<file path="src/hw/rtl/run_length_text_decoder_assert.svh">
// ----------------------------------------------------------------------------
// run-length text decoder assertion macros
// shared assertion forms, clocked on i_clk and disabled during reset
// ----------------------------------------------------------------------------
`ifndef RUN_LENGTH_TEXT_DECODER_ASSERT_SVH
`define RUN_LENGTH_TEXT_DECODER_ASSERT_SVH

// property must hold at every edge outside reset
`define RLTD_ASSERT(lbl, prop, msg) \
    lbl: assert property (@(posedge i_clk) disable iff (!i_rst_n) prop) else $error(msg);

// condition must never be true outside reset
`define RLTD_NEVER(lbl, cond, msg) \
    lbl: assert property (@(posedge i_clk) disable iff (!i_rst_n) !(cond)) else $error(msg);

`endif

</file>
<file path="src/hw/rtl/rltd_pkg.sv">
// ----------------------------------------------------------------------------
// rltd_pkg
// shared types and constants of the run-length text decoder
// ----------------------------------------------------------------------------
package rltd_pkg;

    localparam int CHAR_W          = 8;
    localparam int CFG_W           = 7;
    localparam int APB_DATA_W      = 32;
    localparam int APB_ADDR_W      = 2;
    localparam int MAX_LIMIT_DEF   = 64;
    localparam int QUEUE_DEPTH_DEF = 2;

    localparam logic [CFG_W-1:0]      CFG_RESET        = 7'd50;
    localparam logic [APB_ADDR_W-1:0] ADDR_MAX_OUT_LEN = 2'd0;

    localparam logic [CHAR_W-1:0] CHAR_ZERO = 8'h30;
    localparam logic [CHAR_W-1:0] CHAR_NINE = 8'h39;

    // one command from front to back, the run count travels beside it
    typedef struct packed {
        logic [CHAR_W-1:0] sym;
        logic              has_char;
        logic              too_long;
        logic              done;
    } t_cmd_ctl;

endpackage

</file>
<file path="src/hw/rtl/rltd_front.sv">
// ----------------------------------------------------------------------------
// rltd_front
// accepts encoded bytes, builds counts, checks the length limit, issues commands
// ----------------------------------------------------------------------------
module rltd_front #(
    parameter int MAX_LIMIT = rltd_pkg::MAX_LIMIT_DEF,
    parameter int CNT_W     = $clog2(MAX_LIMIT + 2)
) (
    input  logic                     i_clk,
    input  logic                     i_rst_n,
    input  logic                     i_accept,
    input  logic [rltd_pkg::CHAR_W-1:0] i_char_in,
    input  logic                     i_message_end,
    input  logic [rltd_pkg::CFG_W-1:0]  i_limit,
    output logic                     o_push,
    output rltd_pkg::t_cmd_ctl       o_ctl,
    output logic [CNT_W-1:0]         o_cnt
);
    import rltd_pkg::*;

    localparam int SUM_W = CNT_W + 1;
    localparam int MUL_W = CNT_W + 4;
    localparam logic [CNT_W-1:0] CNT_SAT = CNT_W'(MAX_LIMIT + 1);
    localparam logic [CNT_W-1:0] CNT_ONE = CNT_W'(1);

    logic [CNT_W-1:0] r_pend, n_pend;
    logic             r_seen, n_seen;
    logic [CNT_W-1:0] r_len, n_len;
    logic             r_ovf, n_ovf;

    logic             is_digit;
    logic [CHAR_W-1:0] digit_full;
    logic [MUL_W-1:0] prod;
    logic [CNT_W-1:0] run;
    logic [CFG_W-1:0] lim_clamp;
    logic [SUM_W-1:0] lim;
    logic             over;

    assign is_digit   = (i_char_in >= CHAR_ZERO) && (i_char_in <= CHAR_NINE);
    assign digit_full = i_char_in - CHAR_ZERO;
    // count * 10 + digit
    assign prod = (MUL_W'(r_pend) << 3) + (MUL_W'(r_pend) << 1) + MUL_W'(digit_full[3:0]);
    assign run  = r_seen ? r_pend : CNT_ONE;

    assign lim_clamp = (i_limit > CFG_W'(MAX_LIMIT)) ? CFG_W'(MAX_LIMIT) : i_limit;
    assign lim       = SUM_W'(lim_clamp);
    assign over      = (SUM_W'(r_len) + SUM_W'(run)) > lim;

    always_comb begin
        n_pend = r_pend;
        n_seen = r_seen;
        n_len  = r_len;
        n_ovf  = r_ovf;
        o_push = 1'b0;
        o_ctl  = '0;
        o_cnt  = CNT_ONE;
        if (i_accept) begin
            if (r_ovf) begin
                // dropping bytes until the end of the message
                if (i_message_end) begin
                    n_ovf = 1'b0;
                    n_len = '0;
                    n_pend = '0;
                    n_seen = 1'b0;
                end
            end else if (is_digit) begin
                n_pend = (prod > MUL_W'(CNT_SAT)) ? CNT_SAT : CNT_W'(prod);
                n_seen = 1'b1;
                if (i_message_end) begin
                    o_push     = 1'b1;
                    o_ctl.done = 1'b1;
                    n_pend     = '0;
                    n_seen     = 1'b0;
                    n_len      = '0;
                end
            end else begin
                n_pend = '0;
                n_seen = 1'b0;
                if (over) begin
                    o_push         = 1'b1;
                    o_ctl.too_long = 1'b1;
                    o_ctl.done     = 1'b1;
                    n_ovf          = !i_message_end;
                    n_len          = i_message_end ? '0 : r_len;
                end else if (run != '0) begin
                    o_push         = 1'b1;
                    o_ctl.sym      = i_char_in;
                    o_ctl.has_char = 1'b1;
                    o_ctl.done     = i_message_end;
                    o_cnt          = run;
                    n_len          = i_message_end ? '0 : r_len + run;
                end else if (i_message_end) begin
                    o_push     = 1'b1;
                    o_ctl.done = 1'b1;
                    n_len      = '0;
                end
            end
        end
    end

    always_ff @(posedge i_clk) begin
        if (!i_rst_n) begin
            r_pend <= '0;
            r_seen <= 1'b0;
            r_len  <= '0;
            r_ovf  <= 1'b0;
        end else begin
            r_pend <= n_pend;
            r_seen <= n_seen;
            r_len  <= n_len;
            r_ovf  <= n_ovf;
        end
    end

endmodule

</file>
<file path="src/hw/rtl/rltd_cmd_queue.sv">
// ----------------------------------------------------------------------------
// rltd_cmd_queue
// short register queue of commands between front and back
// ----------------------------------------------------------------------------
module rltd_cmd_queue #(
    parameter int WIDTH = 8,
    parameter int DEPTH = rltd_pkg::QUEUE_DEPTH_DEF
) (
    input  logic             i_clk,
    input  logic             i_rst_n,
    input  logic             i_wr,
    input  logic [WIDTH-1:0] i_data,
    input  logic             i_rd,
    output logic [WIDTH-1:0] o_data,
    output logic             o_full,
    output logic             o_nonempty
);
    localparam int PTR_W = (DEPTH > 1) ? $clog2(DEPTH) : 1;
    localparam int CNT_W = $clog2(DEPTH + 1);
    localparam logic [PTR_W-1:0] PTR_LAST = PTR_W'(DEPTH - 1);

    logic [WIDTH-1:0] r_mem [DEPTH];
    logic [PTR_W-1:0] r_wp, n_wp;
    logic [PTR_W-1:0] r_rp, n_rp;
    logic [CNT_W-1:0] r_cnt, n_cnt;
    logic             do_wr, do_rd;

    assign o_full     = (r_cnt == CNT_W'(DEPTH));
    assign o_nonempty = (r_cnt != '0);
    assign o_data     = r_mem[r_rp];
    assign do_wr      = i_wr && !o_full;
    assign do_rd      = i_rd && o_nonempty;

    always_comb begin
        n_wp  = r_wp;
        n_rp  = r_rp;
        n_cnt = r_cnt;
        if (do_wr) begin
            n_wp = (r_wp == PTR_LAST) ? '0 : r_wp + PTR_W'(1);
        end
        if (do_rd) begin
            n_rp = (r_rp == PTR_LAST) ? '0 : r_rp + PTR_W'(1);
        end
        case ({do_wr, do_rd})
            2'b10:   n_cnt = r_cnt + CNT_W'(1);
            2'b01:   n_cnt = r_cnt - CNT_W'(1);
            default: n_cnt = r_cnt;
        endcase
    end

    always_ff @(posedge i_clk) begin
        if (!i_rst_n) begin
            r_wp  <= '0;
            r_rp  <= '0;
            r_cnt <= '0;
        end else begin
            r_wp  <= n_wp;
            r_rp  <= n_rp;
            r_cnt <= n_cnt;
        end
    end

    always_ff @(posedge i_clk) begin
        if (do_wr) begin
            r_mem[r_wp] <= i_data;
        end
    end

endmodule

</file>
<file path="src/hw/rtl/rltd_back.sv">
// ----------------------------------------------------------------------------
// rltd_back
// expands commands into result words in the output register, one a cycle while it is free
// ----------------------------------------------------------------------------
module rltd_back #(
    parameter int MAX_LIMIT = rltd_pkg::MAX_LIMIT_DEF,
    parameter int CNT_W     = $clog2(MAX_LIMIT + 2)
) (
    input  logic               i_clk,
    input  logic               i_rst_n,
    input  logic               i_q_nonempty,
    input  rltd_pkg::t_cmd_ctl i_q_ctl,
    input  logic [CNT_W-1:0]   i_q_cnt,
    output logic               o_q_rd,
    input  logic               i_pop,
    output logic               o_valid,
    output rltd_pkg::t_cmd_ctl o_ctl,
    output logic               o_last
);
    import rltd_pkg::*;

    localparam logic [CNT_W-1:0] CNT_ONE = CNT_W'(1);

    logic             r_active, n_active;
    logic [CNT_W-1:0] r_left, n_left;
    t_cmd_ctl         r_ctl;
    logic             r_out_valid, n_out_valid;
    t_cmd_ctl         r_out_ctl;
    logic             r_out_last;

    logic             out_free;
    logic             emit;
    logic             is_last;

    assign out_free = !r_out_valid || i_pop;
    assign emit     = r_active && out_free;
    assign is_last  = (r_left == CNT_ONE);
    // fetch the next command as the current one finishes
    assign o_q_rd   = i_q_nonempty && (!r_active || (emit && is_last));

    always_comb begin
        n_active    = r_active;
        n_left      = r_left;
        n_out_valid = r_out_valid;
        if (emit) begin
            n_out_valid = 1'b1;
            if (is_last) begin
                n_active = 1'b0;
            end else begin
                n_left = r_left - CNT_ONE;
            end
        end else if (i_pop) begin
            n_out_valid = 1'b0;
        end
        if (o_q_rd) begin
            n_active = 1'b1;
            n_left   = i_q_cnt;
        end
    end

    always_ff @(posedge i_clk) begin
        if (!i_rst_n) begin
            r_active    <= 1'b0;
            r_left      <= '0;
            r_out_valid <= 1'b0;
        end else begin
            r_active    <= n_active;
            r_left      <= n_left;
            r_out_valid <= n_out_valid;
        end
    end

    always_ff @(posedge i_clk) begin
        if (o_q_rd) begin
            r_ctl <= i_q_ctl;
        end
        if (emit) begin
            r_out_ctl  <= '{sym: r_ctl.sym, has_char: r_ctl.has_char,
                            too_long: r_ctl.too_long, done: r_ctl.done && is_last};
            r_out_last <= is_last;
        end
    end

    assign o_valid = r_out_valid;
    assign o_ctl   = r_out_ctl;
    assign o_last  = r_out_last;

`include "run_length_text_decoder_assert.svh"

    `RLTD_NEVER(a_left_nonzero, r_active && (r_left == '0), "active run with zero count")
    `RLTD_ASSERT(a_too_long_form, (r_out_valid && r_out_ctl.too_long) |-> (r_out_ctl.done && r_out_last && !r_out_ctl.has_char), "malformed too_long word")
    `RLTD_ASSERT(a_done_is_last, (r_out_valid && r_out_ctl.done) |-> r_out_last, "message end not on last word")
    `RLTD_ASSERT(a_run_continues, (r_out_valid && i_pop && !r_out_last) |=> (r_out_valid && (r_out_ctl.sym == $past(r_out_ctl.sym))), "run broken")

endmodule

</file>
<file path="src/hw/rtl/run_length_text_decoder.sv">
// ----------------------------------------------------------------------------
// run_length_text_decoder
// decimal-count run-length text decoder with a length limit
//
// usage:
//   input queue side: drive i_char_in and i_message_end with push; a word
//   is taken at an edge with push high and full low. digits build a count,
//   any other byte is emitted count times (once with no count).
//   result queue side: while empty is low the oldest result is on the o_
//   ports; pop high takes it. too_long ends a message early and the partial
//   output must be discarded downstream.
//   config: apb-style, max_output_length at byte address 0, pready tied high.
// path: a taken byte reaches the o_ ports through the command queue, the
//   expansion unit and the output register. throughput: one word a cycle
//   in and out while neither side stalls; a run of n bytes keeps the
//   expansion unit busy for n words, and the two-entry queue then raises full.
// reset: state clears, the limit returns to 50, the queues empty.
// when the receiver stalls the result holds, the command queue fills and
//   full rises; nothing is lost.
// ----------------------------------------------------------------------------
module run_length_text_decoder #(
    parameter int MAX_LIMIT   = rltd_pkg::MAX_LIMIT_DEF,
    parameter int QUEUE_DEPTH = rltd_pkg::QUEUE_DEPTH_DEF
) (
    input  logic                             i_clk,
    input  logic                             i_rst_n,
    input  logic                             push,
    output logic                             full,
    input  logic [rltd_pkg::CHAR_W-1:0]      i_char_in,
    input  logic                             i_message_end,
    output logic                             empty,
    input  logic                             pop,
    output logic [rltd_pkg::CHAR_W-1:0]      o_char_out,
    output logic                             o_has_char,
    output logic                             o_too_long,
    output logic                             o_last_of_run,
    output logic                             o_message_done,
    input  logic                             psel,
    input  logic                             penable,
    input  logic                             pwrite,
    input  logic [rltd_pkg::APB_ADDR_W-1:0]  paddr,
    input  logic [rltd_pkg::APB_DATA_W-1:0]  pwdata,
    output logic [rltd_pkg::APB_DATA_W-1:0]  prdata,
    output logic                             pready
);
    import rltd_pkg::*;

    localparam int CNT_W = $clog2(MAX_LIMIT + 2);
    localparam int Q_W   = $bits(t_cmd_ctl) + CNT_W;

    logic [CFG_W-1:0] r_max_len;
    logic             accept;
    logic             f_push;
    t_cmd_ctl         f_ctl;
    logic [CNT_W-1:0] f_cnt;
    logic [Q_W-1:0]   q_rdata;
    logic             q_rd, q_full, q_nonempty;
    logic             b_valid;
    t_cmd_ctl         b_ctl;
    logic             b_last;

    assign pready = 1'b1;
    assign prdata = (paddr == ADDR_MAX_OUT_LEN) ? APB_DATA_W'(r_max_len) : '0;

    always_ff @(posedge i_clk) begin
        if (!i_rst_n) begin
            r_max_len <= CFG_RESET;
        end else if (psel && penable && pwrite && pready && (paddr == ADDR_MAX_OUT_LEN)) begin
            r_max_len <= pwdata[CFG_W-1:0];
        end
    end

    assign full   = q_full;
    assign accept = push && !q_full;

    rltd_front #(
        .MAX_LIMIT (MAX_LIMIT),
        .CNT_W     (CNT_W)
    ) u_front (
        .i_clk         (i_clk),
        .i_rst_n       (i_rst_n),
        .i_accept      (accept),
        .i_char_in     (i_char_in),
        .i_message_end (i_message_end),
        .i_limit       (r_max_len),
        .o_push        (f_push),
        .o_ctl         (f_ctl),
        .o_cnt         (f_cnt)
    );

    rltd_cmd_queue #(
        .WIDTH (Q_W),
        .DEPTH (QUEUE_DEPTH)
    ) u_queue (
        .i_clk      (i_clk),
        .i_rst_n    (i_rst_n),
        .i_wr       (f_push),
        .i_data     ({f_cnt, f_ctl}),
        .i_rd       (q_rd),
        .o_data     (q_rdata),
        .o_full     (q_full),
        .o_nonempty (q_nonempty)
    );

    rltd_back #(
        .MAX_LIMIT (MAX_LIMIT),
        .CNT_W     (CNT_W)
    ) u_back (
        .i_clk        (i_clk),
        .i_rst_n      (i_rst_n),
        .i_q_nonempty (q_nonempty),
        .i_q_ctl      (t_cmd_ctl'(q_rdata[$bits(t_cmd_ctl)-1:0])),
        .i_q_cnt      (q_rdata[Q_W-1:$bits(t_cmd_ctl)]),
        .o_q_rd       (q_rd),
        .i_pop        (pop),
        .o_valid      (b_valid),
        .o_ctl        (b_ctl),
        .o_last       (b_last)
    );

    assign empty          = !b_valid;
    assign o_char_out     = b_ctl.sym;
    assign o_has_char     = b_ctl.has_char;
    assign o_too_long     = b_ctl.too_long;
    assign o_last_of_run  = b_last;
    assign o_message_done = b_ctl.done;

endmodule

</file>
<file path="config.mk">
export PLATFORM = sky130hd
export DESIGN_NAME = run_length_text_decoder
export DESIGN_NICKNAME = d
export VERILOG_FILES = /design/src/hw/rtl/rltd_pkg.sv /design/src/hw/rtl/rltd_front.sv /design/src/hw/rtl/rltd_cmd_queue.sv /design/src/hw/rtl/rltd_back.sv /design/src/hw/rtl/run_length_text_decoder.sv
export VERILOG_INCLUDE_DIRS = /design/src /design/src/hw/rtl
export SDC_FILE = /design/constraint.sdc
export NUM_CORES = 1
export LEC_CHECK = 0
export BUFFER_PORTS_ARGS = -buffer_cell sky130_fd_sc_hd__buf_2
export CAP_MARGIN = 25
export CELL_PAD_IN_SITES_DETAIL_PLACEMENT = 0
export CELL_PAD_IN_SITES_GLOBAL_PLACEMENT = 1
export CORE_UTILIZATION = 39
export CTS_CLUSTER_DIAMETER = 30
export DETAILED_ROUTE_END_ITERATION = 16
export PLACE_DENSITY = 0.79
export SKIP_CTS_REPAIR_TIMING = 1
export SYNTH_ARGS = -nofsm -noshare
export SYNTH_HDL_FRONTEND = slang
export SYNTH_SLANG_ARGS = --single-unit
</file>
<file path="constraint.sdc">
create_clock -name i_clk -period 4.1 [get_ports i_clk]
set_input_delay 0.82 -clock i_clk [delete_from_list [all_inputs] [get_ports i_clk]]
set_output_delay 0.82 -clock i_clk [all_outputs]
set_load 0.02 [all_outputs]
</file>
==> results of run 1 <==
[worst paths after layout]
| check | cells past startpoint | startpoint | end | slack (ns) |
|---|---|---|---|---|
| hold reg to reg | 0 | u_back.r_ctl[7] | u_back.o_ctl[7] | 0.42 |
| setup reg to reg | 18 | u_front.r_pend[0] | u_queue.r_cnt[1] | 0.24 |
| hold / removal | 0 | u_back.r_ctl[7] | u_back.o_ctl[7] | 0.42 |
| setup / recovery | 18 | u_front.r_pend[0] | u_queue.r_cnt[1] | 0.24 |
[cell type report]
type	count	area, sq um
Fill cell	1085	6580
Sequential cell	96	2520
Multi-Input combinational cell	278	2070
Timing Repair Buffer	54	315
Clock buffer	9	225
Tap cell	147	184
Inverter	18	67.6
Clock inverter	7	61.3
[state kept, by name, summed over array words and instances (netlist names), named ones only]
register and count:
u_queue.r_mem 36, u_back.o_ctl 11, u_back.r_ctl 11, r_max_len 7, u_back.r_left 7, u_front.r_len 7
u_front.r_pend 7, u_queue.r_cnt 2, u_back.o_last 1, u_back.o_valid 1, u_back.r_active 1, u_front.r_ovf 1
u_front.r_seen 1, u_queue.r_rp 1, u_queue.r_wp 1
[power by group through the flow]
stage          Combinational (mW)  Clock, mW  Sequential, mW
2_1_floorplan               0.510          0            1.41
3_3_place_gp                0.685          0            1.39
3_5_place_dp                0.709          0            1.40
4_1_cts                     0.713      0.821            1.38
5_1_grt                     0.786      0.867            1.40
6_report                    0.709      0.805            1.38
[logic make-up (layout without fill, tap and decap cells)]
| group | after synthesis | in the layout | share of synthesized area, % |
|---|---|---|---|
| compound gates | 68 | 68 | 10.1 |
| xor+xnor | 15 | 15 | 2.74 |
| fa+ha+maj | 33 | 33 | 9.10 |
| buf+inv | 53 | 88 | 6.48 |
| flops | 96 | 96 | 52.5 |
| mux | 27 | 27 | 6.01 |
| other cells | 2 | 26 | 0.157 |
| simple gates | 109 | 109 | 12.9 |
[worst reg2reg max path: cells and delay by family, from the launching register on]
family	cells	cell delay [ns]
XOR/XNOR	1	0.18
AND/OR/NAND/NOR	5	0.75
adder cells (fa/ha/maj)	4	1.17
buffers and inverters	1	0.08
AO/OA/AOI/OAI	7	1.28
flip-flops	1	0.33
[stage by stage]
step | instances | power (mW) | setup WS [ns]
after floorplan | 427 | 1.92 | 0.126
after global placement | 592 | 2.08 | 0.176
after detailed placement | 593 | 2.11 | 0.0413
after CTS | 609 | 2.91 | 0.00955
after global routing | 609 | 3.05 | -0.0000271
final | 609 | 2.89 | 0.237
[placed cells by master, fill, tap and decap left out, drive strengths merged, types with 2 or more instances in the layout]
master  instances
edfxtp         59
buf            54
dfxtp          37
ha             30
conb           26
and2           26
nand2          22
inv            22
nor2           16
a21oi          15
mux2           14
mux2i          13
nor2b          12
o21ai          12
xnor2          11
clkbuf          9
a32o            8
a21o            5
and3            5
a22o            5
a21boi          5
xor2            4
o21a            4
or4             4
nor3            4
nand2b          3
nand4           3
o211a           3
nand3           3
fa              3
clkinv          3
nor4            2
or3             2
o31ai           2
nor3b           2
[layer usage]
metal | part of all wire (%) | vias up
li1 | - | 1513
met1 | 44 | 1433
met2 | 51 | 49
met3 | 2.5 | 15
met4 | 2.4 | 0
met5 | 0 | -
==> impl_results.md, run 1 <==
- CP Capture Type: flop
- CP Class: reg -> reg
- Worst VDD drop: ~230 uV
- Vias: about 3000
- CTS buffer count: 9
- Internal: between 1.5 and 2 mW
- IO Port Bufs: 45
- Synthesis warning total: 0
- Nature of the critical path startpoint: flop
- Final setup viols: 0
- Met2 global-route usage: 24.7%
- Critical Path RT: roughly 4.4 ns
- Most frequent cell after synthesis: edfxtp_1
- Final Core Density: a little under half
- Hold Slack: approximately 0.42 ns
- Yosys top cell area share: a little under two fifths
- 1st-pass router iterations: 4
- DR WL/cell: 13.6 um
- CTS tree: built
- Endpoints failing hold: 0
- Pins Over Slew Limit: 0
- Register area share after synthesis: 52.5%
- PwrDens: ~530 mW/mm^2
- Hold Crit Class: reg -> reg
- Synth Flop Type: edfxtp_1
- CP top delay family: compound AO/OA/AOI/OAI gates
- Most instantiated cells after synthesis: edfxtp_1, dfxtp_1, ha_1
- Detail Route Antenna Nets: 0
- Final nets: between 500 and 600
- DRC viols: 0
- P&R area growth vs syn: 13.5%
- Die Y-Extent: about 110 um
- Core area: about 0.012 sq mm
- H-tree Lvls: 3
- Grt ovf: 0
- Largest net degree at the start of global routing: 32
- Period Utilization, post-route: approximately 94%
- Worst Path Arrival: about 4.1 ns
- Post-synth design cell area: 0.00479 sq mm
- Initial antenna violation count: 0
- DR vias/cell: 4.94
- Pleak: about 2.4 nW
- GRT Total Usage: 14.0%
- Clock transition at path regs: about 0.070 ns
- Die width: 113 um
- Grt met3 use: around 3.1%
- Power share of the clock group: between 20 and 30%
- Relative slew slack: approximately 44%
- Finished Cell Area: ~0.0054 sq mm
- Post-synth ARST share: 0%
- Syn avg cell area: about 12 sq um
- CP max-delay cell: or3_1
- Cells after Synth: between 400 and 500
- Initial DRC Count: about 120
- Routed WL: just over 8 mm
- Minimum clock period after layout: 3.86 ns
- Sw Share: 30.9%
- Buffers and inverters on the worst path: 1
- Cell taking the most area after synthesis: edfxtp_1
- Max frequency: 259 MHz
- Ports: between 90 and 100
- Die area: approximately 0.013 sq mm
- Vias in the first global route: 2968
- Fraction of layout cells with a size suffix above 1: between 20% and 30%
- Hpwl dp: between 6 and 7 mm
- Actual slew at the worst max-slew pin: around 0.83 ns
- Clock root cell: clkbuf_16
- EDFF count, synth: between 50 and 60
- Worst Clk Skew: around 0.0073 ns
- Met1 global-route usage: 16.2%
- Buffers from clock root to sink, at most: 2
- GR peak layer: met2
- CP most frequent cell: ha_1
- Critical path cell sequence: inv_1, nand2_1, ha_1, fa_2, a21o_1, a21oi_2, o21bai_1, a21oi_1, xnor2_1, ha_1, nand3_1, nor2_1, a211oi_2, nor2_1, a31o_2, ha_1, or3_1, a21boi_1
- Starting Density: about two fifths
- Skew-Pair Late Insertion Delay: 0.35 ns
- Top cells by area, synth: edfxtp_1, dfxtp_1, ha_1
- Placer congestion estimate: 0.797
- Seq pwr share: between 40 and 50%
- Site Rows: 40
- CP max FO: 4
- P_sw: just under 900 uW
- Synth cell types: 60
- Max cap viols: 0
- First-pass GRT wire length: ~14 mm
- Diode count: 0
- Seq cells post-synth: 96
- Run status: finished clean
- CP max stage delay: 0.39 ns
- Comb power frac: between 20% and 30%
- CTS Sinks: 96
- Setup TNS: 0 ns
- Dpl cell area: 0.00513 sq mm
No activity file was read; power rests on OpenSTA's default activity.
==> run 2, diff against run 1 <==
- REMOVE_ABC_BUFFERS: unset -> 1
==> impl_results.md, run 2 (synthesis gave the netlist of run 1 again) <==
- PwrDens: 530 mW/mm^2
- DR vias/cell: 4.97
- CTS Sinks: 96
- CP Class: reg -> reg
- DRC viols: 0
- FF+latch area: roughly 0.0025 sq mm
- Placer congestion estimate: 0.820
- Minimum clock period after layout: ~3.9 ns
- Pins Over Slew Limit: 0
- Period Utilization, post-route: approximately 95%
- Largest net degree at the start of global routing: 32
- Worst Clk Skew: between 0.005 and 0.006 ns
- Finished Cell Area: about 0.0054 sq mm
- Site Rows: 40
- Run status: finished clean
- Commonest non-fill, non-tap cell in the layout: edfxtp_1
- Core area: around 0.012 sq mm
- Die area: 0.0127 sq mm
- Clock root cell: clkbuf_16
- CTS tree: built
- Hpwl dp: between 6 and 7 mm
- Die width: 113 um
- P&R area growth vs syn: 13.4%
- R2R Setup Slk: roughly 0.22 ns
- Clock transition at path regs: ~0.070 ns
- R2R cell count: 18
- Die Y-Extent: ~110 um
- Initial DRC Count: 110
- Buffers from clock root to sink, at most: 2
- CP Capture Type: flop
- Final nets: between 500 and 600
- HP Start: u_back.r_ctl[4]
- Diode count: 0
- Relative slew slack: between 40% and 50%
- H-tree Lvls: 3
- Hold EP: u_back.o_ctl[4]
- Critical Path RT: roughly 4.4 ns
- Fraction of layout cells with a size suffix above 1: a little over a fifth
- CP max FO: 4
- Commonest cells after routing, fill and taps aside: edfxtp_1, buf_2, dfxtp_1
- Actual slew at the worst max-slew pin: roughly 0.85 ns
- Multi-input combinational cell area: roughly 0.0021 sq mm
- Final setup viols: 0
- Max frequency: 258 MHz
- 1st-pass router iterations: 4
- GRT Total Usage: 14.2%
- CTS buffer count: 9
- DR WL/cell: about 13 um
- Starting Density: about two fifths
- Routed WL: roughly 8.1 mm
- RR Startpoint: u_front.r_pend[0]
- Skew-Pair Late Insertion Delay: between 0.3 and 0.4 ns
- First-pass GRT wire length: ~14 mm
- Register with the most flip-flops: u_queue.r_mem
- Reg2Reg Capture Point: u_queue.r_cnt[1]
- Setup slack after layout: between 0.2 and 0.25 ns
- Nature of the critical path startpoint: flop
- Detail Route Antenna Nets: 0
- Design Power: around 2.9 mW
- Ports: 97
- Dpl cell area: 0.00513 sq mm
- Initial antenna violation count: 0
- Hold Crit Class: reg -> reg
- Vias in the first global route: approximately 2900
- Min-Delay Path Depth: 0
- Worst VDD drop: a little over 200 uV
- Pleak: between 2 and 2.5 nW
- Total of fill cells in the finished design: roughly 1100
- Max cap viols: 0
- Number of flip-flops in the largest register: 36
- Grt ovf: 0
- Pre-CTS setup slack: approximately 0.093 ns
- Vias: 3025
- IO Port Bufs: between 40 and 50
- Endpoints failing hold: 0
- Worst Path Arrival: approximately 4.1 ns
## run 2: worst max-delay path: stages, from the launching register on
cell and delay (ns):
dfxtp_1 0.33, inv_2 0.09, nand2_1 0.09, ha_1 0.22, fa_1 0.41, a21o_1 0.19, a21oi_2 0.16, o21bai_1 0.08
a21oi_1 0.18, xnor2_1 0.19, ha_1 0.30, nand3_1 0.12, nor2_1 0.08, a211oi_2 0.19, nor2_1 0.07, a31o_2 0.23
ha_1 0.32, or3_1 0.37, a21boi_0 0.16
## run 2: worst max-delay path by stage
stage | start | endpoint | slack (ns) | depth (start not counted)
after CTS | u_front.r_pend[0] | u_queue.r_cnt[1] | 0.06 | 18
after global routing | u_front.r_pend[0] | u_queue.r_cnt[1] | -0.01 | 18
after detailed placement | u_front.r_pend[0] | u_queue.r_cnt[1] | 0.09 | 18
final | u_front.r_pend[0] | u_queue.r_cnt[1] | 0.22 | 18
after global placement | u_front.r_pend[0] | u_queue.r_cnt[1] | 0.20 | 18
after floorplan | u_front.r_seen | u_queue.r_mem[1][0] | 0.13 | 15
## run 2: where the power goes
group          total, mW  switching (mW)  internal, mW
sequential          1.38           0.102          1.28
combinational      0.700           0.401         0.299
clock              0.799           0.375         0.424
## run 2: area by class of cell
| class | instances | area share [%] |
|---|---|---|
| multi-input combinational | 278 | 38.0 |
| inverter | 18 | 1.24 |
| clock buffer | 9 | 4.15 |
| tap | 147 | 3.39 |
| timing repair buffer | 54 | 5.81 |
| sequential | 96 | 46.3 |
| clock inverter | 7 | 1.13 |
## run 2: metrics by stage
stage                     instances  setup TNS [ns]  util (%)  hold slack, ns
after floorplan                 392               0         -           0.400
after global routing            609         -0.0109      45.2           0.429
after CTS                       609               0      45.1           0.421
final                           609               0      45.2           0.420
after global placement          592               0      42.7           0.404
after detailed placement        593               0      42.7           0.405
## run 2: routing by layer
layer / GRT usage [%] / vias up / part of all wire, %
li1: - / 1514 / -
met2: 24.5 / 50 / 49
met1: 16.7 / 1449 / 45
met4: 6.49 / 0 / 2.2
met5: 0 / - / 0
met3: 3.75 / 12 / 3.4
